===== config.mk =====
export PLATFORM = sky130hd
export DESIGN_NAME = wcf_queue
export DESIGN_NICKNAME = d
export VERILOG_FILES = /design/src/wcf_pkg.sv /design/src/wcf_queue.sv
export SDC_FILE = /design/constraint.sdc
export NUM_CORES = 1
export LEC_CHECK = 0
export ABC_AREA = 1
export BUFFER_PORTS_ARGS = -buffer_cell sky130_fd_sc_hd__buf_2
export CELL_PAD_IN_SITES_DETAIL_PLACEMENT = 1
export CELL_PAD_IN_SITES_GLOBAL_PLACEMENT = 2
export CORE_MARGIN = 1.5
export CORE_UTILIZATION = 41
export CTS_CLUSTER_DIAMETER = 50
export DETAILED_ROUTE_END_ITERATION = 10
export GPL_ROUTABILITY_DRIVEN = 0
export GPL_TIMING_DRIVEN = 0
export PLACE_DENSITY = 0.79
export SLEW_MARGIN = 5
export SYNTH_ARGS = -nofsm -noshare
export SYNTH_HDL_FRONTEND = slang
export SYNTH_SLANG_ARGS = --single-unit

===== constraint.sdc =====
create_clock -name clk -period 3.2 [get_ports clk]
set_clock_uncertainty 0.05 [all_clocks]
set_input_delay 0.64 -clock clk [delete_from_list [all_inputs] [get_ports clk]]
set_output_delay 0.64 -clock clk [all_outputs]
set_load 0.02 [all_outputs]

===== src/wcf_pkg.sv =====
// ----------------------------------------------------------------------------
// wcf_pkg
// Shared types and constants of the window convolution filter: field widths,
// register indexes, default sizes and the tag that travels with each window.
// ----------------------------------------------------------------------------
package wcf_pkg;

  // default sizes, handed to the top level parameters
  localparam int DEF_KSIZE      = 3;
  localparam int DEF_MAX_WIDTH  = 1024;
  localparam int DEF_MAX_HEIGHT = 1024;

  // field and register widths
  localparam int PIX_W         = 8;
  localparam int COEF_W        = 12;
  localparam int COEF_ROW_W    = 60;
  localparam int NUM_COEF_ROWS = 5;
  localparam int DIM_W         = 11;
  localparam int COORD_W       = 10;
  localparam int CFG_IDX_W     = 3;

  // arithmetic: unsigned pixel times signed q4.8 coefficient
  localparam int PROD_W = 20;
  localparam int FRAC_W = 8;

  // window queue between front and back
  localparam int QDEPTH = 4;
  localparam int QCNT_W = $clog2(QDEPTH + 1);

  // reset value of the frame size registers
  localparam logic [DIM_W-1:0] DIM_RESET = 11'd1024;

  // register indexes of the configuration port
  typedef enum logic [CFG_IDX_W-1:0] {
    REG_COEF_A  = 3'd0,
    REG_COEF_B  = 3'd1,
    REG_COEF_C  = 3'd2,
    REG_COEF_D  = 3'd3,
    REG_COEF_E  = 3'd4,
    REG_FRAME_W = 3'd5,
    REG_FRAME_H = 3'd6
  } wcf_reg_t;

  // position and end-of-frame flag of one window
  typedef struct packed {
    logic [COORD_W-1:0] center_col;
    logic [COORD_W-1:0] center_row;
    logic               last;
  } wcf_tag_t;

endpackage


===== src/wcf_queue.sv =====
// ----------------------------------------------------------------------------
// wcf_queue
// Short first-in first-out queue of windows between the front and back parts.
// ----------------------------------------------------------------------------
module wcf_queue #(
  parameter int WIDTH = 93
) (
  input  logic                       clk,
  input  logic                       rst_n,
  input  logic                       push,
  input  logic [WIDTH-1:0]           push_data,
  input  logic                       pop,
  output logic                       not_empty,
  output logic [WIDTH-1:0]           pop_data,
  output logic [wcf_pkg::QCNT_W-1:0] count
);

  localparam int DEPTH = wcf_pkg::QDEPTH;
  localparam int PTR_W = $clog2(DEPTH);

  logic [WIDTH-1:0]           mem_r [DEPTH];
  logic [PTR_W-1:0]           wr_ptr_r, rd_ptr_r;
  logic [wcf_pkg::QCNT_W-1:0] count_r, count_nxt;

  assign not_empty = (count_r != '0);
  assign pop_data  = mem_r[rd_ptr_r];
  assign count     = count_r;

  // occupancy
  always_comb begin
    count_nxt = count_r;
    if (push && !pop) begin
      count_nxt = count_r + wcf_pkg::QCNT_W'(1);
    end else if (pop && !push) begin
      count_nxt = count_r - wcf_pkg::QCNT_W'(1);
    end
  end

  // pointers
  always_ff @(posedge clk) begin
    if (!rst_n) begin
      wr_ptr_r <= '0;
      rd_ptr_r <= '0;
      count_r  <= '0;
    end else begin
      count_r <= count_nxt;
      if (push) begin
        wr_ptr_r <= (wr_ptr_r == PTR_W'(DEPTH - 1)) ? '0 : wr_ptr_r + PTR_W'(1);
      end
      if (pop) begin
        rd_ptr_r <= (rd_ptr_r == PTR_W'(DEPTH - 1)) ? '0 : rd_ptr_r + PTR_W'(1);
      end
    end
  end

  // storage
  always_ff @(posedge clk) begin
    if (push) begin
      mem_r[wr_ptr_r] <= push_data;
    end
  end

endmodule


; ---- Word level (Yosys, flattened, before mapping)
; Memory sizes are Yosys's and may differ from the RTL's. A register that Yosys moved wholly into a read port is not among the register bits.
; Cells that the tools add are included.
[op_classes]
n_addsub = 4
n_reduce_logical = 6
muxes = 8
n_eq_ne = 2
[ops]
columns = operator, count
row1 = two-way mux 2 bit, 4
row2 = two-way mux 3 bit, 2
row3 = adder 2 x 1 -> 2 bit (second input constant), 2
row4 = == test 2 bit (second input constant), 2
row5 = adder 3 x 1 -> 3 bit (second input constant), 1
row6 = nonzero test 3 bit, 1
row7 = subtractor 3 x 1 -> 3 bit (second input constant), 1
row8 = logical AND 1 bit, 2
row9 = zero test 1 bit, 2
row10 = two-way mux 1 bit, 2
row11 = nonzero test 2 bit, 1
[totals]
reg_bits = 7
memories = 1
elab_cells = 24
input_bits = 97
ramBits = 372
output_inout_bits = 97
[memory_table]
columns = memory, words, word_bits, rd, rd_clocked_by_memory_dff, write_ports, line
row1 = mem_r, 4, 93, 1, 1, 1, wcf_queue.sv:21  ; logic [WIDTH-1:0] mem_r [DEPTH];

; ---- Longest topological paths before layout
[logic_depth]
word_depth = 4
ltp_mapped = 10

; ---- Least setup slack after synthesis
; Ideal clock, no wire load.
[synth_timing]
kind = input-to-reg
startpoint = input push
endpoint = memory mem_r[3][0] (enable)
path_stages = 2
slack_ns = 0.229
path_buffers = 0
arrival_ns = 2.474
path_cell_list = nand2_1 > inv_1
[synth_between]
elab_chain_cells = 2
[synth_lines]
columns = element, line
row1 = from (decl), wcf_queue.sv:10  ; input logic push,
row2 = two-way mux 1 bit, wcf_queue.sv:58  ; if (push) begin
row3 = two-way mux 1 bit (not written as such), wcf_queue.sv:59  ; mem_r[wr_ptr_r] <= push_data;
row4 = to (decl), wcf_queue.sv:21
; Every way passes these cells.

==> results.toml <==
[status]
status = "finished, final reports clean"

[die]
io_pins = 194
rows = 69
fp.dieW_um = 193
fp.coreArea_um2 = 35600
initial_core_util = 0.416
dieArea_um2 = 37200
die_h_um = 193

[routing]
first_pass_iters = 4
viasPerCell = 5.19
drc = 0
ant_nets = 0
wl_per_cell_um = 21.8
dr_total_vias = 8831
wl_um = 37200
drt_iter0_drc = 424

[sta]
tns_ns = 0
hold_viol = 0
setup_viol = 0
fin_ws_ns = 0.0908
max_slew_margin = 0.600
fin_crit_ns = 3.11
min_period_over_period = 0.972
rsz0062_at_grt = "yes"
worstMarginPinSlew_ns = 0.599
max_freq_mhz = 322
finalMaxSlewViolations = 0
whs_ns = 0.258

[worst_setup_path]
reg2reg_to = "mem_r[1][39]"
slowest_stage = "clkbuf_1"
critPathArrivalTime_ns = 2.42
crit_type = "flip-flop to primary output"
required_ns = 2.51
endpoint_kind = "primary output"
slowest_delay_ns = 0.45
rrSetupSlack_ns = 1.35
cpMostUsedCell = "buf_2"
reg2reg_depth = 5
critPathCapture = "pop_data[29]"
cp-start-kind = "flip-flop"
cp_max_fo = 10
worstPathCellList = "buf_2, clkbuf_1, o21ai_0, o22ai_1, buf_2"
r2r_start = "wr_ptr_r[1]"

[yosys]
synthCells = 958
ys_seq_elements = 381
synth_area_um2 = 14800
mappedNetlistNets = 1062
yosysWarnings = 0
yosysUniqueCellTypes = 25
synth_area_per_cell_um2 = 15.4
seq_area_frac_synth = 0.767

[cts]
postCtsSetupRepairBufs = 0
cts_buffers = 45
post_cts_resized = 2
clk_latency_ns = 0.54
hold_buffers = 0
cts_tree = "done"
clock-sinks = 381
ctsLongestPathBuffers = 3
clock_tree.root_cell = "clkbuf_16"
h-tree-depth = 2
cts.reportedPaths.clkPinSlew_ns = 0.06

[layout]
final_common_cell = "edfxtp_1"
nNetsFinal = 1306
syn2layout_area_growth_pct = 21.9
final_cell_mix = "edfxtp_1 (372), buf_2 (211), nor2_1 (165), o21ai_0 (136), o22ai_1 (63)"
drive_above_1_share = 0.332

[global_routing]
antenna_found_initial = 5
grt_max_degree = 70
global_route.overflow_total = 0
grt_use_total = 0.202
grt_pass1_wl_um = 55300
grt_pass1_vias = 9555

[power_and_ir_drop]
p_int_w = 0.00926
seq_power_share = 0.468
p_sw_frac = 0.250
power.density_nw_per_um2 = 684
ir_drop_uv = 471
p_comb_frac = 0.114
power.leakage_nw = 6.36
p_clk_frac = 0.418
p_sw_w = 0.00308

[hold_path]
hold_class = "input pin to flip-flop"
worstHoldPathCells = 1

[place]
dp_hpwl_um = 22500
io_buffers = 193
pre_cts_slack_ns = 0.541

[flow_run]
drv_cap = 0
==> synthesized netlist by cell type <==
cell type / instances / share of area
a21oi_1: 3 / 0.0010
buf_12: 4 / 0.0054
buf_2: 18 / 0.0061
buf_4: 3 / 0.0015
buf_6: 11 / 0.0084
clkbuf_1: 24 / 0.0061
dfxtp_1: 9 / 0.012
edfxtp_1: 372 / 0.76
fa_1: 1 / 0.0014
ha_1: 6 / 0.0051
inv_1: 13 / 0.0033
inv_2: 2 / 0.00051
inv_4: 1 / 0.00042
nand2_1: 9 / 0.0023
nand3_1: 1 / 0.00034
nand4_1: 1 / 0.00042
nor2_1: 165 / 0.042
nor2_4: 30 / 0.023
nor3_1: 2 / 0.00068
o21ai_0: 136 / 0.046
o21ai_1: 20 / 0.0068
o21ai_2: 33 / 0.020
o22ai_1: 63 / 0.027
o22ai_2: 30 / 0.025
xor2_1: 1 / 0.00059
==> worst max-delay path, delay by kind of cell, from the launching register on <==
| kind | cells | cell delay [ns] |
|---|---|---|
| buf+inv | 3 | 1.01 |
| compound gates | 2 | 0.46 |
| flops | 1 | 0.40 |
==> area by class of cell <==
type | instances | area (µm²)
fill | 3525 | 17500
timing repair buffer | 197 | 1080
sequential | 381 | 11400
inverter | 16 | 82.6
antenna | 5 | 12.5
buffer | 60 | 414
multi-input combinational | 501 | 2970
tap | 461 | 577
clock inverter | 26 | 267
clock buffer | 56 | 1270
==> flip-flops by register name, indices dropped and copies added (netlist names), named ones only <==
signal    cells
wr_ptr_r      2
count         3
mem_r       372
rd_ptr_r      2
==> cells by family after synthesis <==
kind of cell	share of synthesized area
AND/OR/NAND/NOR	0.0684
buffers and inverters	0.0317
adder cells (fa/ha/maj)	0.00643
flip-flops	0.767
AO/OA/AOI/OAI	0.125
XOR/XNOR	0.000592
==> power by group through the flow <==
stage | logic [W] | clock network [W] | registers [W]
after floorplan | 0.000832 | 0 | 0.00588
after global placement | 0.00137 | 0 | 0.00590
after detailed placement | 0.00143 | 0 | 0.00587
after CTS | 0.00144 | 0.00528 | 0.00577
after global routing | 0.00154 | 0.00547 | 0.00578
final | 0.00141 | 0.00516 | 0.00577
==> how the worst min path moves through the flow <==
| stage | from | end |
|---|---|---|
| global placement | wr_ptr_r[1] | wr_ptr_r[1] |
| floorplan | wr_ptr_r[1] | wr_ptr_r[1] |
| CTS | push_data[1] | mem_r[0][1] |
| detailed placement | wr_ptr_r[1] | wr_ptr_r[1] |
| finish | push_data[4] | mem_r[2][4] |
| global route | push_data[85] | mem_r[2][85] |
==> metal layers <==
metal / global-route usage / vias to the layer above / part of all wire
li1: - / 4127 / -
met1: 0.257 / 4464 / 0.43
met2: 0.349 / 188 / 0.50
met3: 0.0442 / 48 / 0.053
met4: 0.0536 / 4 / 0.016
met5: 0 / - / 0.00075
==> metrics by stage <==
| stage | instances | util | power (W) | area, µm² |
|---|---|---|---|---|
| 2_1_floorplan | 958 | - | 0.00671 | 14800 |
| 3_3_place_gp | 1612 | 0.459 | 0.00727 | 16300 |
| 3_5_place_dp | 1616 | 0.463 | 0.00730 | 16500 |
| 4_1_cts | 1698 | 0.506 | 0.0125 | 18000 |
| 5_1_grt | 1699 | 0.506 | 0.0128 | 18000 |
| 6_report | 1703 | 0.507 | 0.0123 | 18000 |
No activity file was read; power rests on OpenSTA's default activity.
