## src/wcf_pkg.sv

```systemverilog
// ----------------------------------------------------------------------------
// wcf_pkg
// Shared types and constants of the window convolution filter: field widths,
// register indexes, default sizes and the tag that travels with each window.
// ----------------------------------------------------------------------------
package wcf_pkg;

  // default sizes, handed to the top level parameters
  localparam int DEF_KSIZE      = 3;
  localparam int DEF_MAX_WIDTH  = 1024;
  localparam int DEF_MAX_HEIGHT = 1024;

  // field and register widths
  localparam int PIX_W         = 8;
  localparam int COEF_W        = 12;
  localparam int COEF_ROW_W    = 60;
  localparam int NUM_COEF_ROWS = 5;
  localparam int DIM_W         = 11;
  localparam int COORD_W       = 10;
  localparam int CFG_IDX_W     = 3;

  // arithmetic: unsigned pixel times signed q4.8 coefficient
  localparam int PROD_W = 20;
  localparam int FRAC_W = 8;

  // window queue between front and back
  localparam int QDEPTH = 4;
  localparam int QCNT_W = $clog2(QDEPTH + 1);

  // reset value of the frame size registers
  localparam logic [DIM_W-1:0] DIM_RESET = 11'd1024;

  // register indexes of the configuration port
  typedef enum logic [CFG_IDX_W-1:0] {
    REG_COEF_A  = 3'd0,
    REG_COEF_B  = 3'd1,
    REG_COEF_C  = 3'd2,
    REG_COEF_D  = 3'd3,
    REG_COEF_E  = 3'd4,
    REG_FRAME_W = 3'd5,
    REG_FRAME_H = 3'd6
  } wcf_reg_t;

  // position and end-of-frame flag of one window
  typedef struct packed {
    logic [COORD_W-1:0] center_col;
    logic [COORD_W-1:0] center_row;
    logic               last;
  } wcf_tag_t;

endpackage

```

## src/wcf_back.sv

```systemverilog
// ----------------------------------------------------------------------------
// wcf_back
// Back part: multiplies a window by the kernel, sums in a registered tree,
// clamps to a pixel and holds the result in the output register.
// ----------------------------------------------------------------------------
module wcf_back #(
  parameter int KSIZE = wcf_pkg::DEF_KSIZE
) (
  input  logic                                             clk,
  input  logic                                             rst_n,
  input  logic                                             q_not_empty,
  input  logic [KSIZE*KSIZE*wcf_pkg::PIX_W+$bits(wcf_pkg::wcf_tag_t)-1:0] q_data,
  output logic                                             q_pop,
  input  logic [KSIZE*KSIZE*wcf_pkg::COEF_W-1:0]           coefs,
  output logic                                             out_valid,
  input  logic                                             out_stall,
  output logic [wcf_pkg::PIX_W-1:0]                        out_pixel_out,
  output logic [wcf_pkg::COORD_W-1:0]                      out_center_col,
  output logic [wcf_pkg::COORD_W-1:0]                      out_center_row,
  output logic                                             out_frame_last
);

  localparam int PW     = wcf_pkg::PIX_W;
  localparam int CFW    = wcf_pkg::COEF_W;
  localparam int NTAP   = KSIZE * KSIZE;
  localparam int TAG_W  = $bits(wcf_pkg::wcf_tag_t);
  localparam int PROD_W = wcf_pkg::PROD_W;
  localparam int ACC_W  = PROD_W + $clog2(NTAP);
  localparam int FRAC_W = wcf_pkg::FRAC_W;

  logic                     p_en, r_en, t_en, o_en;
  logic                     p_valid_r, r_valid_r, t_valid_r, out_valid_r;
  wcf_pkg::wcf_tag_t        q_tag, p_tag_r, r_tag_r, t_tag_r;
  logic signed [PROD_W-1:0] prod_nxt [NTAP];
  logic signed [PROD_W-1:0] prod_r   [NTAP];
  logic signed [ACC_W-1:0]  rsum_nxt [KSIZE];
  logic signed [ACC_W-1:0]  rsum_r   [KSIZE];
  logic signed [ACC_W-1:0]  tot_nxt, tot_r;
  logic [PW-1:0]            pix_nxt;

  // stage enables, each stage moves when the one after it has room
  assign o_en  = !out_valid_r || !out_stall;
  assign t_en  = !t_valid_r || o_en;
  assign r_en  = !r_valid_r || t_en;
  assign p_en  = !p_valid_r || r_en;
  assign q_pop = q_not_empty && p_en;
  assign q_tag = q_data[TAG_W-1:0];

  // tap products
  always_comb begin
    logic signed [PW:0]    px;
    logic signed [CFW-1:0] cf;
    for (int i = 0; i < NTAP; i++) begin
      px          = $signed({1'b0, q_data[TAG_W + i*PW +: PW]});
      cf          = $signed(coefs[i*CFW +: CFW]);
      prod_nxt[i] = PROD_W'(px * cf);
    end
  end

  // row sums
  always_comb begin
    for (int r = 0; r < KSIZE; r++) begin
      rsum_nxt[r] = '0;
      for (int c = 0; c < KSIZE; c++) begin
        rsum_nxt[r] = rsum_nxt[r] + ACC_W'(prod_r[r*KSIZE+c]);
      end
    end
  end

  // window total
  always_comb begin
    tot_nxt = '0;
    for (int r = 0; r < KSIZE; r++) begin
      tot_nxt = tot_nxt + rsum_r[r];
    end
  end

  // truncate toward zero and clamp to a pixel
  always_comb begin
    if (tot_r[ACC_W-1] || (tot_r == '0)) begin
      pix_nxt = '0;
    end else if (|tot_r[ACC_W-1:FRAC_W+PW]) begin
      pix_nxt = '1;
    end else begin
      pix_nxt = tot_r[FRAC_W +: PW];
    end
  end

  // stage valids
  always_ff @(posedge clk) begin
    if (!rst_n) begin
      p_valid_r   <= 1'b0;
      r_valid_r   <= 1'b0;
      t_valid_r   <= 1'b0;
      out_valid_r <= 1'b0;
    end else begin
      if (p_en) p_valid_r <= q_not_empty;
      if (r_en) r_valid_r <= p_valid_r;
      if (t_en) t_valid_r <= r_valid_r;
      if (o_en) out_valid_r <= t_valid_r;
    end
  end

  // stage payloads
  always_ff @(posedge clk) begin
    if (q_pop) begin
      prod_r  <= prod_nxt;
      p_tag_r <= q_tag;
    end
    if (r_en && p_valid_r) begin
      rsum_r  <= rsum_nxt;
      r_tag_r <= p_tag_r;
    end
    if (t_en && r_valid_r) begin
      tot_r   <= tot_nxt;
      t_tag_r <= r_tag_r;
    end
    if (o_en && t_valid_r) begin
      out_pixel_out  <= pix_nxt;
      out_center_col <= t_tag_r.center_col;
      out_center_row <= t_tag_r.center_row;
      out_frame_last <= t_tag_r.last;
    end
  end

  assign out_valid = out_valid_r;

endmodule

```

## config.mk

```make
export PLATFORM = sky130hd
export DESIGN_NAME = wcf_back
export DESIGN_NICKNAME = d
export VERILOG_FILES = /design/src/wcf_pkg.sv /design/src/wcf_back.sv
export SDC_FILE = /design/constraint.sdc
export NUM_CORES = 2
export LEC_CHECK = 0
export ABC_AREA = 1
export ABC_CLOCK_PERIOD_IN_PS = 21500
export BUFFER_PORTS_ARGS = -buffer_cell sky130_fd_sc_hd__buf_2
export CAP_MARGIN = 10
export CELL_PAD_IN_SITES_DETAIL_PLACEMENT = 0
export CELL_PAD_IN_SITES_GLOBAL_PLACEMENT = 2
export CORE_MARGIN = 2
export CORE_UTILIZATION = 39
export DETAILED_ROUTE_END_ITERATION = 7
export GPL_ROUTABILITY_DRIVEN = 0
export PLACE_DENSITY_LB_ADDON = 0.1
export SLEW_MARGIN = 5
export SYNTH_ARGS = -nofsm -noshare
export SYNTH_HDL_FRONTEND = slang
export SYNTH_SLANG_ARGS = --single-unit
```

## constraint.sdc

```tcl
create_clock -name clk -period 21.5 [get_ports clk]
set_clock_uncertainty 0.05 [all_clocks]
set_input_delay 4.3 -clock clk [delete_from_list [all_inputs] [get_ports clk]]
set_output_delay 4.3 -clock clk [all_outputs]
set_load 0.03 [all_outputs]
```

* Yosys cells after proc, flatten, opt, wreduce, memory -nomap -nowiden *
Cells that the tools add are included.

storage, ports and cells
  register bits after elaboration = 372
  input bits = 205
  output and inout port bits = 31
  logic and storage cells = 64

cells by class
  add/sub/neg operators = 8
  multiply operators = 9
  mux-type cells = 1
  reductions and logical operators = 16

operators by type and width
  operator                                       number
  9-bit by 12-bit multiplier with 20-bit output  9
  21-bit by 20-bit adder with 22-bit output      3
  20-bit by 20-bit adder with 21-bit output      3
  24-bit adder                                   2
  24-bit logical NOT                             1
  8-bit two-way mux                              1
  8-bit OR reduction                             1
  1-bit logical NOT                              5
  1-bit logical OR                               5
  1-bit logical AND                              4

* Longest topological paths before layout *
  depth after elaboration = 6
  gate-level depth with buffers = 22
  gate-level depth less buffers = 21

* Worst setup path after synthesis *
Ideal clock, no wire load.

  path type = input to output
  start point = input port out_stall
  end point = output port q_pop
  arrival time = 14.640 ns
  required time = 17.150 ns
  path slack = 2.510 ns
  cell stages on the path = 5
  buffers on the path = 0
  cell sequence = nand2_1 -> nor2_1 -> inv_1 -> nor2_1 -> a21oi_1

on the way
  longest elaborated chain between the ends = 6

RTL lines
  item                line            source
  start: declaration  wcf_back.sv:16  input logic out_stall,
  1-bit logical NOT   wcf_back.sv:42  assign o_en = !out_valid_r || !out_stall;
  1-bit logical OR    wcf_back.sv:42
  1-bit logical OR    wcf_back.sv:43  assign t_en = !t_valid_r || o_en;
  1-bit logical OR    wcf_back.sv:44  assign r_en = !r_valid_r || t_en;
  1-bit logical OR    wcf_back.sv:45  assign p_en = !p_valid_r || r_en;
  1-bit logical AND   wcf_back.sv:46  assign q_pop = q_not_empty && p_en;
  end: declaration    wcf_back.sv:13  output logic q_pop,

Every way passes these cells.

* Worst setup path after layout *
Same ends and word-level chain as after synthesis.

==> results.md <==
* GRT met3 Usage at 1.64%
* Setup violations, final at 0
* First-pass GRT wire length at 210 mm
* Share of layout cells above drive strength 1 at 4.81%
* Die width at 371 microns
* Avg Inst Size Synth at 7.90 sq um
* CTS resizes at 0
* Largest net degree at the start of global routing at 139
* Rel. slew slack at 25.6%
* Critical path launch point: out_stall
* Antenna Nets Post-Route at 0
* Die height at 371 microns
* Critical path launch point type: input pin
* Net Count, Synth at 8052
* Total grt overflow at 0
* WP data required at 17.15 ns
* Final #Nets at 8155
* Sum Neg Setup Slack at 0 ns
* Vias in the first global route at 39700
* Count of different cell masters after synthesis at 30
* Num rows at 134
* Register area share after synthesis at 20.9%
* Post-DP HPWL at 107 mm
* Final slew viol count at 0
* CP max FO at 4
* Period utilisation layout at 45.5%
* Area of the die at 0.138 sq mm
* Max clock buf depth at 3
* Unrepaired setup endpoints after global routing: no
* Hold_sp: p_tag_r[18]
* IO buf count at 235
* Clk slew on worst S/H paths at 0.06 ns
* Ys Warns at 0
* Final WL at 125 mm
* Maximum clock rate at 102 MHz
* Ports at 236
* WL/cell at 14.7 microns
* RR Startpoint: prod_r[61]
* Setup crit end kind: output port
* CP max stage cell: nor2_1
* # clock sinks at 366
* Area grow syn2layout at 7.83%
* Initial antenna violation count at 12
* Overall global routing resource usage at 19.1%
* Routed vias at 38300
* Worst slew pin tran at 1.11 ns
* CTS Root Cell: clkbuf_16
* Routing usage on met1 at 27.0%
* HP Class: reg2reg
* Worst path max stage delay at 0.37 ns
* Initial drt markers at 1802
* Failing checks: design-rule violations
* CTS Hold Bufs at 0
* MaxCap Viol Count at 0
* Post-route DRC at 1
* Busiest grt layer: met2
* Initial core utilization at 39.3%
* Fin crit period at 9.77 ns
* Core Region at 0.134 sq mm
* First-pass DRT Iterations at 8
* Outcome: finished, violations left
* Data arrival time of the worst path at 5.42 ns
* WS Path Type: in2out
* GRT met2 Usage at 32.0%
* Htree depth at 2
* Worst-skew pair later-pin latency at 0.62 ns
* Hold Vio Cnt, Final at 0
* Area of the mapped netlist at 0.0525 sq mm
* Total CTS buffers at 43
* Setup Fix Bufs, Post-CTS at 0
* Crit-path cells: buf_2, nand2_1, nor2_1, inv_1, nor2_1, a21oi_4, buf_2
* CTS tree: yes
* Yosys reg bits at 366
* Vias per cell at 4.48
* Post-synthesis cell count at 6644
==> cells in the mapped netlist <==
library cell	instances	area [sq um]
a21o_1	7	52.6
a21oi_1	169	846
a21oi_2	2	17.5
and2_1	6	37.5
clkbuf_1	123	462
clkbuf_2	57	285
dfxtp_1	4	80.1
edfxtp_1	362	10900
fa_1	770	15400
ha_1	433	5420
inv_1	1952	7330
nand2_1	1999	7500
nand2_2	4	25.0
nand3_1	188	941
nand3_2	6	60.1
nand3_4	2	35.0
nand3b_1	5	37.5
nand4_1	26	163
nor2_1	279	1050
nor2_2	1	6.26
nor3_1	17	85.1
nor4_1	1	6.26
o21a_1	15	113
o21ai_0	53	265
o21ai_2	1	8.76
o21bai_1	2	15.0
or2_1	2	12.5
or2_2	2	12.5
xnor2_1	36	315
xor2_1	120	1050
==> area by class of cell <==
class | instances | area [sq um]
diodes | 3 | 7.51
clock buffers | 49 | 1120
clock inverters | 31 | 277
fillers | 13900 | 77000
inverters | 1952 | 7330
multi-input cells | 4146 | 33500
flip-flops and latches | 366 | 11000
well taps | 1768 | 2210
repair buffers | 238 | 1210
==> cell usage in the layout, fill, tap and decap left out, types with 7 or more instances in the layout <==
cell type,count
a21o_1,7
a21oi_1,167
buf_2,235
clkbuf_16,44
clkinv_1,9
edfxtp_1,362
fa_1,770
ha_1,433
inv_1,1951
nand2_1,1999
nand3_1,188
nand4_1,26
nor2_1,278
nor3_1,17
o21a_1,15
o21ai_0,53
xnor2_1,36
xor2_1,120
==> cell families after synthesis <==
kind of cell | after synthesis | synth area share [%]
simple gates | 2538 | 19.0
xor+xnor | 156 | 2.60
compound gates | 249 | 2.51
fa+ha+maj | 1203 | 39.7
flops | 366 | 20.9
buf+inv | 2132 | 15.4
==> sequential cells by signal, indices dropped and copies added, names as in the netlist <==
| register | cells |
|---|---|
| t_valid_r | 1 |
| out_center_row | 10 |
| out_valid | 1 |
| out_frame_last | 1 |
| out_pixel_out | 8 |
| p_tag_r | 21 |
| tot_r | 24 |
| r_tag_r | 21 |
| r_valid_r | 1 |
| out_center_col | 10 |
| rsum_r | 66 |
| p_valid_r | 1 |
| t_tag_r | 21 |
| prod_r | 180 |
==> stage by stage <==
stage                     instances  instance area, sq um  hold slack, ns  util, %  setup slack, ns
final                          8553                 56600           0.367     42.4            11.73
after floorplan                6644                 52500           0.350        -             2.51
after CTS                      8550                 56600           0.369     42.4            11.69
after detailed placement       8470                 55200           0.355     41.3            11.69
after global routing           8553                 56600           0.375     42.4            11.62
after global placement         8470                 55200           0.352     41.3            11.64
==> path summary, 6_finish.rpt <==
check / end / slack, ns / cells past startpoint
worst max-delay path: q_pop / 11.73 / 7
worst min-delay path: r_tag_r[18] / 0.37 / 0
worst max register to register: rsum_r[37] / 18.47 / 12
worst min register to register: r_tag_r[18] / 0.37 / 0
==> critical path, delay by kind of cell <==
kind,cells,cell delay [ns]
simple gates,3,0.54
buf+inv,3,0.40
compound gates,1,0.17
==> metal layers <==
layer	wire (microns)	up-vias
met3	3900	116
met5	0	-
met1	60500	18200
met4	2180	0
met2	58900	505
li1	-	19500
Power is left out: the tool's default activity adds up to more than one toggle a clock period on the data nets, which glitch-free logic cannot reach.
